`config.mk`:
```
export PLATFORM = sky130hd
export DESIGN_NAME = xml_entity_unescape_stream_top
export DESIGN_NICKNAME = d
export VERILOG_FILES = /design/src/hw/rtl/xeu_pkg.sv /design/src/hw/rtl/xeu_front.sv /design/src/hw/rtl/xeu_job_fifo.sv /design/src/hw/rtl/xeu_back.sv /design/src/hw/rtl/xml_entity_unescape_stream_top.sv
export SDC_FILE = /design/constraint.sdc
export NUM_CORES = 1
export LEC_CHECK = 0
export BUFFER_PORTS_ARGS = -buffer_cell sky130_fd_sc_hd__buf_2
export CAP_MARGIN = 10
export CELL_PAD_IN_SITES_DETAIL_PLACEMENT = 2
export CELL_PAD_IN_SITES_GLOBAL_PLACEMENT = 2
export CORE_UTILIZATION = 52
export DETAILED_ROUTE_END_ITERATION = 12
export PLACE_DENSITY_LB_ADDON = 0.1
export RECOVER_POWER = 25
export SYNTH_ARGS = -nofsm -noshare
export SYNTH_HDL_FRONTEND = slang
export SYNTH_SLANG_ARGS = --single-unit
```
`constraint.sdc`:
```
create_clock -name clk -period 14.65 [get_ports clk]
set_clock_uncertainty 0.15 [all_clocks]
set_input_delay 2.93 -clock clk [delete_from_list [all_inputs] [get_ports clk]]
set_output_delay 2.93 -clock clk [all_outputs]
set_load 0.02 [all_outputs]
```
`src/hw/rtl/xeu_pkg.sv`:
```
package xeu_pkg;

    // Predefined entity names (without the leading ampersand), their lengths and values
    localparam int NUM_ENT    = 5;
    localparam int NAME_MAX   = 6;
    localparam int HELD_DEPTH = 4;

    localparam logic [7:0] CHAR_AMP = 8'h26;
    localparam logic [7:0] CHAR_NUL = 8'h00;

    localparam logic [0:NUM_ENT-1][0:NAME_MAX-1][7:0] ENT_NAME = '{
        '{8'h6c, 8'h74, 8'h3b, 8'h00, 8'h00, 8'h00},   // lt;
        '{8'h67, 8'h74, 8'h3b, 8'h00, 8'h00, 8'h00},   // gt;
        '{8'h71, 8'h75, 8'h6f, 8'h74, 8'h3b, 8'h00},   // quot;
        '{8'h61, 8'h6d, 8'h70, 8'h3b, 8'h00, 8'h00},   // amp;
        '{8'h61, 8'h70, 8'h6f, 8'h73, 8'h3b, 8'h00}    // apos;
    };
    localparam logic [0:NUM_ENT-1][2:0] ENT_LEN  = '{3'd3, 3'd3, 3'd5, 3'd4, 3'd5};
    localparam logic [0:NUM_ENT-1][7:0] ENT_CHAR = '{8'h3c, 8'h3e, 8'h22, 8'h26, 8'h27};

    // Input beat
    typedef struct packed {
        logic [7:0] in_byte;
        logic       in_last;
    } xeu_in_t;

    // Result beat
    typedef struct packed {
        logic [7:0] out_byte;
        logic       run_end;
        logic       stream_end;
        logic       bad_tail;
    } xeu_out_t;

    // What follows an optional literal flush
    typedef enum logic [1:0] {
        TAIL_NONE,
        TAIL_BYTE,
        TAIL_ERR
    } xeu_tail_t;

    // One classified input byte: flush '&' plus held bytes, then a tail
    typedef struct packed {
        logic                      flush;
        logic [2:0]                flush_cnt;
        logic [HELD_DEPTH-1:0][7:0] chars;
        xeu_tail_t                 tail;
        logic [7:0]                tail_byte;
        logic                      last;
    } xeu_job_t;

endpackage

```
`src/hw/rtl/xeu_front.sv`:
```
module xeu_front
    import xeu_pkg::*;
(
    input  logic     clk,
    input  logic     rst_n,
    input  logic     accept,
    input  xeu_in_t  item,
    output logic     job_push,
    output xeu_job_t job
);

    logic                       pending_reg, pending_next;
    logic [2:0]                 count_reg, count_next;
    logic [NUM_ENT-1:0]         mask_reg, mask_next;
    logic [HELD_DEPTH-1:0][7:0] held_reg, held_next;

    logic [NUM_ENT-1:0] match;
    logic               done;
    logic [7:0]         done_char;
    logic [7:0]         b;
    logic               last;

    assign b    = item.in_byte;
    assign last = item.in_last;

    // Candidate match against every entity still consistent with held bytes
    always_comb
    begin
        match     = '0;
        done      = 1'b0;
        done_char = CHAR_NUL;
        for (int k = 0; k < NUM_ENT; k++)
        begin
            match[k] = mask_reg[k] && (count_reg < ENT_LEN[k])
                       && (ENT_NAME[k][count_reg] == b);
            if (match[k] && (({1'b0, count_reg} + 4'd1) == {1'b0, ENT_LEN[k]}))
            begin
                done      = 1'b1;
                done_char = ENT_CHAR[k];
            end
        end
    end

    // Classify the byte, build the job and the next decoder state
    always_comb
    begin
        logic do_fresh;
        do_fresh      = 1'b0;
        pending_next  = pending_reg;
        count_next    = count_reg;
        mask_next     = mask_reg;
        held_next     = held_reg;
        job.flush     = 1'b0;
        job.flush_cnt = count_reg;
        job.chars     = held_reg;
        job.tail      = TAIL_NONE;
        job.tail_byte = b;
        job.last      = last;

        if (!pending_reg)
        begin
            do_fresh = 1'b1;
        end
        else if (done)
        begin
            job.tail      = TAIL_BYTE;
            job.tail_byte = done_char;
            pending_next  = 1'b0;
            count_next    = '0;
        end
        else if ((|match) && (count_reg < 3'(HELD_DEPTH)))
        begin
            held_next[count_reg[1:0]] = b;
            count_next = count_reg + 3'd1;
            mask_next  = match;
            if (last)
            begin
                job.flush     = 1'b1;
                job.flush_cnt = count_reg + 3'd1;
                job.chars     = held_next;
            end
        end
        else
        begin
            job.flush    = 1'b1;
            pending_next = 1'b0;
            count_next   = '0;
            do_fresh     = 1'b1;
        end

        // Byte handled outside an entity
        if (do_fresh)
        begin
            if (b == CHAR_AMP)
            begin
                if (last)
                begin
                    job.tail = TAIL_ERR;
                end
                else
                begin
                    pending_next = 1'b1;
                    count_next   = '0;
                    mask_next    = '1;
                end
            end
            else
            begin
                job.tail = TAIL_BYTE;
            end
        end

        if (last)
        begin
            pending_next = 1'b0;
            count_next   = '0;
        end

        job_push = accept && (job.flush || (job.tail != TAIL_NONE));
    end

    // Decoder state
    always_ff @(posedge clk or negedge rst_n)
    begin
        if (!rst_n)
        begin
            pending_reg <= 1'b0;
            count_reg   <= '0;
            mask_reg    <= '0;
        end
        else if (accept)
        begin
            pending_reg <= pending_next;
            count_reg   <= count_next;
            mask_reg    <= mask_next;
        end
    end

    // Held bytes
    always_ff @(posedge clk)
    begin
        if (accept)
        begin
            held_reg <= held_next;
        end
    end

endmodule

```
`src/hw/rtl/xeu_job_fifo.sv`:
```
module xeu_job_fifo
    import xeu_pkg::*;
#(
    parameter int DEPTH = 4
)
(
    input  logic     clk,
    input  logic     rst_n,
    input  logic     wr_en,
    input  xeu_job_t wr_data,
    output logic     full,
    input  logic     rd_en,
    output xeu_job_t rd_data,
    output logic     nonempty
);

    localparam int PTR_W = (DEPTH > 1) ? $clog2(DEPTH) : 1;
    localparam int CNT_W = $clog2(DEPTH + 1);

    xeu_job_t             mem_reg [DEPTH];
    logic [PTR_W-1:0]     wr_ptr_reg, rd_ptr_reg;
    logic [CNT_W-1:0]     count_reg;
    logic                 do_wr, do_rd;

    assign full     = (count_reg == CNT_W'(DEPTH));
    assign nonempty = (count_reg != '0);
    assign do_wr    = wr_en && !full;
    assign do_rd    = rd_en && nonempty;
    assign rd_data  = mem_reg[rd_ptr_reg];

    // Pointers and fill level
    always_ff @(posedge clk or negedge rst_n)
    begin
        if (!rst_n)
        begin
            wr_ptr_reg <= '0;
            rd_ptr_reg <= '0;
            count_reg  <= '0;
        end
        else
        begin
            if (do_wr)
            begin
                wr_ptr_reg <= (wr_ptr_reg == PTR_W'(DEPTH - 1)) ? '0 : wr_ptr_reg + 1'b1;
            end
            if (do_rd)
            begin
                rd_ptr_reg <= (rd_ptr_reg == PTR_W'(DEPTH - 1)) ? '0 : rd_ptr_reg + 1'b1;
            end
            if (do_wr && !do_rd)
            begin
                count_reg <= count_reg + 1'b1;
            end
            else if (do_rd && !do_wr)
            begin
                count_reg <= count_reg - 1'b1;
            end
        end
    end

    // Storage
    always_ff @(posedge clk)
    begin
        if (do_wr)
        begin
            mem_reg[wr_ptr_reg] <= wr_data;
        end
    end

endmodule

```
`src/hw/rtl/xeu_back.sv`:
```
module xeu_back
    import xeu_pkg::*;
(
    input  logic     clk,
    input  logic     rst_n,
    input  xeu_job_t job,
    input  logic     job_avail,
    output logic     job_pop,
    output logic     empty,
    input  logic     pop,
    output xeu_out_t result
);

    logic [2:0] idx_reg;
    logic       out_valid_reg;
    xeu_out_t   out_reg;

    logic [2:0] n_flush;
    logic [2:0] total;
    logic [2:0] char_sel;
    xeu_out_t   elem;
    logic       load;
    logic       pop_fire;

    assign empty    = !out_valid_reg;
    assign result   = out_reg;
    assign pop_fire = pop && out_valid_reg;
    assign load     = job_avail && (!out_valid_reg || pop_fire);
    assign job_pop  = load && elem.run_end;

    // Pick the beat at the current position of the head job
    always_comb
    begin
        n_flush  = job.flush ? (job.flush_cnt + 3'd1) : 3'd0;
        total    = n_flush + ((job.tail != TAIL_NONE) ? 3'd1 : 3'd0);
        char_sel = idx_reg - 3'd1;
        elem.bad_tail = 1'b0;
        if (idx_reg < n_flush)
        begin
            elem.out_byte = (idx_reg == 3'd0) ? CHAR_AMP : job.chars[char_sel[1:0]];
        end
        else if (job.tail == TAIL_ERR)
        begin
            elem.out_byte = CHAR_NUL;
            elem.bad_tail = 1'b1;
        end
        else
        begin
            elem.out_byte = job.tail_byte;
        end
        elem.run_end    = (idx_reg == (total - 3'd1));
        elem.stream_end = elem.run_end && job.last;
    end

    // Position within the job and output valid
    always_ff @(posedge clk or negedge rst_n)
    begin
        if (!rst_n)
        begin
            idx_reg       <= '0;
            out_valid_reg <= 1'b0;
        end
        else
        begin
            if (load)
            begin
                idx_reg       <= elem.run_end ? 3'd0 : idx_reg + 3'd1;
                out_valid_reg <= 1'b1;
            end
            else if (pop_fire)
            begin
                out_valid_reg <= 1'b0;
            end
        end
    end

    // Output beat
    always_ff @(posedge clk)
    begin
        if (load)
        begin
            out_reg <= elem;
        end
    end

endmodule

```
`src/hw/rtl/xml_entity_unescape_stream_top.sv`:
```
// XML entity decoder: takes one byte per cycle and replaces &lt; &gt; &quot;
// &amp; &apos; by their characters. An input beat is taken every cycle while
// full is low; full rises only when the JOB_DEPTH-entry job queue between the
// classifier and the output sequencer is full. The output side delivers one
// result per cycle while pop is high, so a byte that causes k results (up to
// six, when a broken prefix is flushed as '&' plus the held bytes) holds the
// output sequencer until all k are out; ordinary bytes pass one per cycle.
// Bytes held inside an entity prefix give no result until the entity ends or
// breaks. A lone '&' as the last byte gives a result with bad_tail set.
module xml_entity_unescape_stream_top
    import xeu_pkg::*;
#(
    parameter int JOB_DEPTH = 4
)
(
    input  logic     clk,
    input  logic     rst_n,
    input  logic     push,
    output logic     full,
    input  xeu_in_t  item,
    output logic     empty,
    input  logic     pop,
    output xeu_out_t result
);

    logic     accept;
    logic     job_push;
    xeu_job_t job_in;
    xeu_job_t job_head;
    logic     job_avail;
    logic     job_pop;

    assign accept = push && !full;

    // Classifier
    xeu_front u_front (
        .clk      (clk),
        .rst_n    (rst_n),
        .accept   (accept),
        .item     (item),
        .job_push (job_push),
        .job      (job_in)
    );

    // Job queue
    xeu_job_fifo #(
        .DEPTH (JOB_DEPTH)
    ) u_fifo (
        .clk      (clk),
        .rst_n    (rst_n),
        .wr_en    (job_push),
        .wr_data  (job_in),
        .full     (full),
        .rd_en    (job_pop),
        .rd_data  (job_head),
        .nonempty (job_avail)
    );

    // Output sequencer
    xeu_back u_back (
        .clk       (clk),
        .rst_n     (rst_n),
        .job       (job_head),
        .job_avail (job_avail),
        .job_pop   (job_pop),
        .empty     (empty),
        .pop       (pop),
        .result    (result)
    );

endmodule
```
==> impl_results.md, run 1 <==
- Status: finished, violations left
- Violated checks: capacitance limit, slew limit
- Final Setup Violations: 0
- Mapped Cells: roughly 660
- Top Family by Delay on Critical Path: buffers and inverters
- DRT iter0 DRCs: 650
- Seq cells post-synth: ~250
- Yosys warns: 0
- Switching power total: between 0.8 and 0.9 mW
- Final Net Count: roughly 730
- Hold_sp: u_front.mask_reg[1]$_DFFE_PN0P_
- Final worst slack: slightly above 7000 ps
- Worst setup startpoint: u_fifo.rd_ptr_reg[0]$_DFFE_PN0P_
- Number of flip-flops in the largest register: approximately 190
- Die area: 22700 µm²
- Core ar.: roughly 22000 µm²
- Max_slew headroom: -184%
- Via count of the first global-routing pass: about 7000
- Io pins: 26
- Worst VDD drop: between 90 and 100 µV
- Initial Utilization: ~53%
- Placement-stage worst setup slack: ~8100 ps
- Diodes inserted: 0
- Min-Delay Path Class: reg2reg
- Yosys cell types: 63
- Reg2Reg Setup Slack: just over 7000 ps
- Seq pwr share: 40.3%
- Total CTS buffers: 27
- Avg WL per Cell: approximately 38 µm
- Seq/Total Area, Yosys: 64.6%
- Clk pwr share: a little under a third
- Critical Path AT: around 7800 ps
- First-pass GRT wire length: between 50000 and 60000 µm
- RR Startpoint: u_fifo.rd_ptr_reg[0]$_DFFE_PN0P_
- P_leak: between 3 and 4 nW
- # H-tree levels: 1
- Hold depth: 2
- Overall routing resource usage: approximately 35%
- Mapped Area: 11500 µm²
- R2R cell count: 15
- Measured slew at the worst slew-check pin: about 4300 ps
- R2R Path End: u_fifo.count_reg[2]$_DFFE_PN0P_
- Cts repair resizes: 0
- Clock Pin Slew Worst Setup and Hold Paths: about 70 ps
- Worst setup EP type: flop
- Max clock buf depth: 3
- TritonRoute pass-1 iters: 5
- Final hold vios: 0
- Final std cell area, no fill: 12700 µm²
- Largest net degree at the start of global routing: 51
- Fmax: approximately 130 MHz
- PortBufs: 25
- CP max stage delay: around 3000 ps
- Worst skew pair latency: ~570 ps
- Final routed DRC violation total: 0
- Synthesized Nets: 702
- Initial antenna violation count: 3
- Placement Rows: 54
- Most common flop cell mapped by yosys: edfxtp_1
- Max-slew violations: between 50 and 60
- Area grow syn2layout: 10.5%
- Crit-path slowest cell: clkbuf_1
- Number of synthesized flops with an enable pin: 231
- CP Buf/Inv Count: 2
- CTS tree: done
- Worst EP required: about 15000 ps
- Switching Fraction: between 30% and 40%
- Hold_buf cts: 0
- RSZ-0062 raised after global routing: no
- Post-route ant nets: 0
- Comb pwr share: ~30%
- Routed vias/inst: 6.68
- # Post-CTS Setup Buffers: 0
- Tcrit/Tclk final: around 51%
- GP Congestion: roughly 0.9
- Syn_area_per_cell: ~17 µm²
- Internal power: between 1.5 and 2 mW
- Detailed placer's ending HPWL: approximately 23000 µm
- Final WL: about 37000 µm
- Grt ovf: 0
- Max-Cap Viols: 1
- Cell Pwr Density: about 190 nW/µm²
- Root Buffer: clkbuf_16
- Share of layout cells above drive strength 1: between 20% and 30%
- Placed cell area: roughly 12000 µm²
- CTS sink cnt: 251
- Vias after detailed routing: ~6600
- Minimum clock period: approximately 7500 ps
- Startpoint Class: flop
- Async SR Flop Fraction: 7.97%
- Die width: 151 µm
- CP Cell Sequence: clkbuf_1, mux4_2, nand2b_1, ha_1, ha_1, xor2_1, xnor2_1, nor3_1, nand2_1, ha_1, inv_1, fa_1, xor2_1, nor2_1, xor2_1
- CP Max Fanout: 50
- WHS Endpoint: u_front.mask_reg[1]$_DFFE_PN0P_
- Worst setup path class: reg2reg
- Fin Hold WS: roughly 390 ps
- Setup tns final: 0 ps
- Die span in y: between 150 and 200 µm
-- worst max path at each step --
| stage | end | slack (ps) | cells past startpoint |
|---|---|---|---|
| global route | u_fifo.count_reg[1]$_DFFE_PN0P_ | 6370 | 13 |
| CTS | u_fifo.count_reg[2]$_DFFE_PN0P_ | 8450 | 14 |
| global placement | u_fifo.count_reg[1]$_DFFE_PN0P_ | 8310 | 12 |
| floorplan | u_fifo.mem_reg[0][0]$_DFFE_PP_ | 8320 | 9 |
| detailed placement | u_fifo.count_reg[2]$_DFFE_PN0P_ | 8100 | 14 |
| finish | u_fifo.count_reg[2]$_DFFE_PN0P_ | 7180 | 15 |
-- Yosys cell counts, drive strengths merged (2+ instances only) --
cell,n,area [µm²]
nand2b,13,81.3
inv,14,52.6
edfxtp,231,6940
a22oi,3,22.5
nor2b,5,31.3
dfrtp,20,500
and3,3,23.8
nor4bb,3,30.0
a21oi,10,50.1
o22ai,2,12.5
xnor2,12,105
mux2,70,901
or3,8,55.1
mux4,55,1240
mux2i,3,30.0
ha,24,300
and2,7,46.3
o41ai,2,25.0
a31oi,2,12.5
nand3,13,65.1
clkbuf,12,45.0
o31ai,3,22.5
nor3b,2,20.0
a211oi,3,32.5
nor4,3,18.8
nand2,29,109
o21ai,16,80.1
nor2,21,81.3
xor2,14,123
a21o,3,22.5
o21a,3,23.8
a22o,2,17.5
buf,25,178
or4,2,15.0
nor3,12,71.3
-- metal layers --
layer / vias to the layer above / wire length (µm) / GRT usage (%)
met5: - / 0 / 0
met1: 3562 / 15100 / 45.7
met4: 0 / 1440 / 13.2
li1: 2664 / - / -
met3: 76 / 2310 / 4.67
met2: 321 / 18500 / 58.1
-- worst reg2reg max path: stages (launching register included) --
cell and delay (ps):
dfrtp_2 360, clkbuf_1 2970, mux4_2 840, nand2b_1 250, ha_1 270, ha_1 200, xor2_1 160, xnor2_1 150
nor3_1 540, nand2_1 320, ha_1 350, inv_1 90, fa_1 190, xor2_1 80, nor2_1 170, xor2_1 280
-- power by group through the flow --
stage	registers (mW)	clock network [mW]	logic, mW
final	0.991	0.740	0.728
after global routing	0.998	0.766	0.771
after global placement	0.966	0	0.604
after CTS	0.991	0.746	0.728
after detailed placement	0.992	0	0.680
after floorplan	0.977	0	0.442
-- through the flow --
| stage | std cells | util [%] | power [mW] |
|---|---|---|---|
| 5_1_grt | 991 | 58.5 | 2.53 |
| 3_3_place_gp | 941 | 54.4 | 1.57 |
| 3_5_place_dp | 941 | 54.4 | 1.67 |
| 4_1_cts | 991 | 58.7 | 2.46 |
| 6_report | 991 | 58.5 | 2.46 |
| 2_1_floorplan | 664 | - | 1.42 |
-- placed cells by master, fill, tap and decap left out, types with 3 or more instances in the layout --
cell type  instances
nor3_1            11
xnor2_1           12
a21o_1             3
nand2b_1          13
o31ai_1            3
a22oi_1            3
nand3_1           13
bufinv_16          5
mux2_4            30
dfrtp_1           18
clkbuf_1          28
o21ai_0           16
mux4_2            55
buf_4              8
nor4bb_1           3
nor4_1             3
mux2_2            14
nand2_1           29
nor2_1            21
clkinv_1           6
and2_2             4
mux2_1            26
edfxtp_1         231
xor2_1            14
ha_1              24
mux2i_1            3
nor2b_1            5
clkbuf_16         27
a21oi_1           10
inv_1             13
clkinv_2           6
or3_1              8
-- cell type report --
class	instances	area [µm²]
Clock buffer	32	714
Fill cell	1832	9030
Inverter	15	56.3
Timing Repair Buffer	34	159
Sequential cell	251	7440
Clock inverter	18	216
Tap cell	280	350
Multi-Input combinational cell	361	3790
-- cell families after synthesis --
logic type,after synthesis,share of synthesized area (%)
multiplexers,128,18.8
AO/OA/AOI/OAI,56,3.36
buffers and inverters,52,2.42
adder cells (fa/ha/maj),25,2.78
XOR/XNOR,26,1.98
flip-flops,251,64.6
AND/OR/NAND/NOR,126,6.02
Note: power is estimated with default switching activity, not from simulation.
==> run 2, diff against run 1 <==
--- a/config.mk
+++ b/config.mk
@@ -5,11 +5,12 @@
 export SDC_FILE = /design/constraint.sdc
 export NUM_CORES = 1
 export LEC_CHECK = 0
+export ABC_AREA = 1
 export BUFFER_PORTS_ARGS = -buffer_cell sky130_fd_sc_hd__buf_2
 export CAP_MARGIN = 10
 export CELL_PAD_IN_SITES_DETAIL_PLACEMENT = 2
 export CELL_PAD_IN_SITES_GLOBAL_PLACEMENT = 2
-export CORE_UTILIZATION = 52
+export CORE_UTILIZATION = 38
 export DETAILED_ROUTE_END_ITERATION = 12
 export PLACE_DENSITY_LB_ADDON = 0.1
 export RECOVER_POWER = 25
==> constraint.sdc (replaced) <==
create_clock -name clk -period 6.8 [get_ports clk]
set_clock_uncertainty 0.15 [all_clocks]
set_input_delay 1.36 -clock clk [delete_from_list [all_inputs] [get_ports clk]]
set_output_delay 1.36 -clock clk [all_outputs]
set_load 0.02 [all_outputs]
==> impl_results.md, run 2 <==
- Most frequent cells after synthesis: edfxtp_1, nand2_1, nor2_1
- P_leak: 4.98 nW (+25%)
- Total CTS buffers: 28 (+3.7%)
- Die area: 32100 µm² (+41%)
- # H-tree levels: 1 (unchanged)
- Fmax: 195 MHz (+46%)
- Cell Pwr Density: 412 nW/µm² (+110%)
- WHS Endpoint: u_fifo.wr_ptr_reg[1]$_DFFE_PN0P_
- CP Max Fanout: 15 (-70%)
- Syn_area_per_cell: 10.5 µm² (-40%)
- Yosys cell types: 45 (-29%)
- PortBufs: 25 (unchanged)
- Cts repair resizes: 0 (unchanged)
- Most frequent cell after synthesis: edfxtp_1
- Share of layout cells above drive strength 1: 9.32% (-14 points)
- Final hold vios: 0 (unchanged)
- Worst EP required: 7070 ps (-7860 ps)
- GP Congestion: 0.797 (-9.8%)
- Mapped Cells: 1139 (+72%)
- Final worst slack: 1670 ps (-5510 ps)
- Vias after detailed routing: 8577 (+30%)
- # Post-CTS Setup Buffers: 0 (unchanged)
- Final WL: 36700 µm (-1.8%)
- Max-Cap Viols: 1 (unchanged)
- Area grow syn2layout: 11.7%
- Worst skew pair latency: 550 ps (-20 ps)
- Max clock buf depth: 3 (unchanged)
- Largest net degree at the start of global routing: 78 (+53%)
- Leading area contributor after synthesis: edfxtp_1
- Worst setup path class: reg2reg
- Reg2Reg Setup Slack: 1670 ps (-5510 ps)
- Most common cell after layout, fill and taps aside: edfxtp_1
- Core ar.: 30700 µm² (+41%)
- Diodes inserted: 0 (unchanged)
- Avg WL per Cell: 23.4 µm (-38%)
- Initial Utilization: 38.8% (-14 points)
- Final routed DRC violation total: 4 (+4)
- Io pins: 26 (unchanged)
- Grt ovf: 0 (unchanged)
- Worst setup EP type: flop
- Initial antenna violation count: 0 (-3)
- Most frequent cells in the layout: edfxtp_1, nand2_1, nor2_1
- Hold_buf cts: 0 (unchanged)
- Combined area of the multi-input logic cells: 3850 µm² (+1.6%)
- RSZ-0062 raised after global routing: no
- Worst VDD drop: 217 µV (+120%)
- Placement-stage worst setup slack: 2010 ps (-6090 ps)
- Setup tns final: 0 ps (unchanged)
- First-pass GRT wire length: 56800 µm (+6.5%)
- Max-slew violations: 29 (-43%)
- Most common flop cell mapped by yosys: edfxtp_1
- Root Buffer: clkbuf_16
- R2R cell count: 23 (+8)
- Die width: 179 µm (+19%)
- Via count of the first global-routing pass: 9290 (+31%)
- Placement Rows: 64 (+19%)
- Startpoint Class: flop
- Critical Path AT: 5400 ps (-2350 ps)
- Mapped Area: 11900 µm² (+3.7%)
- Yosys warns: 0 (unchanged)
- Routed vias/inst: 5.48 (-18%)
- Seq/Total Area, Yosys: 62.3% (-2.3 points)
- Minimum clock period: 5130 ps (-2340 ps)
- Seq cells post-synth: 251 (unchanged)
- Max_slew headroom: -20.9% (+160 points)
- Number of synthesized flops with an enable pin: 231 (unchanged)
- R2R Path End: u_fifo.count_reg[2]$_DFFE_PN0P_
- Tcrit/Tclk final: 75.5% (+24 points)
- CTS sink cnt: 251 (unchanged)
- CTS tree: done
- Status: finished, violations left
- Final Setup Violations: 0 (unchanged)
- RR Startpoint: u_front.count_reg[1]$_DFFE_PN0P_
- Post-route ant nets: 0 (unchanged)
- Hold_sp: u_fifo.wr_ptr_reg[1]$_DFFE_PN0P_
- Synth top area share: 58.1% (-2.1 points)
- Final Net Count: 1185 (+63%)
- Measured slew at the worst slew-check pin: 1810 ps (-2440 ps)
- Overall routing resource usage: 23.7% (-11 points)
- Number of flip-flops in the largest register: 188 (unchanged)
- Min-Delay Path Class: reg2reg
- Fill count: 3205 (+75%)
- DRT iter0 DRCs: 594 (-8.6%)
- Hold depth: 2 (unchanged)
- Flip-flop and latch area: 7440 µm² (about the same)
- Final std cell area, no fill: 13300 µm² (+4.8%)
- TritonRoute pass-1 iters: 9 (+4)
- Synthesized Nets: 1177 (+68%)
- Die span in y: 179 µm (+19%)
- Clock Pin Slew Worst Setup and Hold Paths: 60 ps (about the same)
- Violated checks: DRC, capacitance limit, slew limit
- Async SR Flop Fraction: 7.97% (unchanged)
- Placed cell area: 12400 µm² (+4.7%)
- Top post-synthesis cells by area: edfxtp_1, nand2_1, o21ai_0, nor2_1, dfrtp_1
- Detailed placer's ending HPWL: 24700 µm (+8.3%)
-- run 2: layer usage --
metal	part of all wire, %	up-vias	global-route usage (%)	routed length, µm
met3	3.4	43	2.50	1230
met1	47	4358	33.4	17100
met4	1.8	0	5.39	665
li1	-	4017	-	-
met2	48	159	39.2	17700
met5	0	-	0	0
-- run 2: layout make-up --
type / instances / area share (%)
sequential: 251 / 55.8
clock buffer: 30 / 5.39
multi-input combinational: 730 / 28.9
inverter: 97 / 2.73
tap: 396 / 3.72
timing repair buffer: 39 / 1.45
clock inverter: 22 / 2.06
-- run 2: logic make-up after synthesis --
logic type      Yosys count  synth area share [%]
flops                   251                  62.3
compound gates          241                  12.0
mux                       1                0.0943
simple gates            451                  16.4
xor+xnor                 12                 0.880
buf+inv                 158                  5.60
fa+ha+maj                25                  2.68
-- run 2: power breakdown --
group	switching, mW	internal (mW)
logic	1.27	0.463
clock network	0.635	0.992
registers	0.117	2.02
-- run 2: how the worst max path moves through the flow --
stage                                            to                             start  slack [ps]  cells past startpoint
floorplan            u_fifo.mem_reg[0][0]$_DFFE_PP_                           item[7]        1440                     16
global placement    u_fifo.count_reg[2]$_DFFE_PN0P_                           item[8]        2090                     22
detailed placement  u_fifo.count_reg[1]$_DFFE_PN0P_                           item[8]        2010                     21
CTS                 u_fifo.count_reg[1]$_DFFE_PN0P_  u_front.count_reg[0]$_DFFE_PN0P_        2180                     20
global route        u_fifo.count_reg[2]$_DFFE_PN0P_  u_front.count_reg[1]$_DFFE_PN0P_        1160                     23
finish              u_fifo.count_reg[2]$_DFFE_PN0P_  u_front.count_reg[1]$_DFFE_PN0P_        1670                     23
-- run 2: stage by stage --
step           total power [mW]  hold slack [ps]  utilization (%)  std cells
2_1_floorplan              3.25              309                -       1139
3_3_place_gp               3.84              356             40.3       1513
3_5_place_dp               3.92              391             40.3       1513
4_1_cts                    5.57              406             43.5       1565
5_1_grt                    5.81              444             43.4       1565
6_report                   5.49              406             43.4       1565
-- run 2: worst max-delay path: stages (launching register included) --
cell and delay [ps]:
dfrtp_1 530, inv_1 320, ha_1 590, inv_1 270
nand2_1 160, nand2_1 90, xor2_1 210, nand3_2 110
nand2_1 110, nand2_1 80, nand2_1 60, nor2_1 270
inv_1 110, nor2_1 320, nand2_1 170, nand3_2 140
nand2_2 180, inv_1 110, ha_1 150, inv_1 60
fa_1 380, a21oi_1 160, o21ai_0 110, xor2_1 150
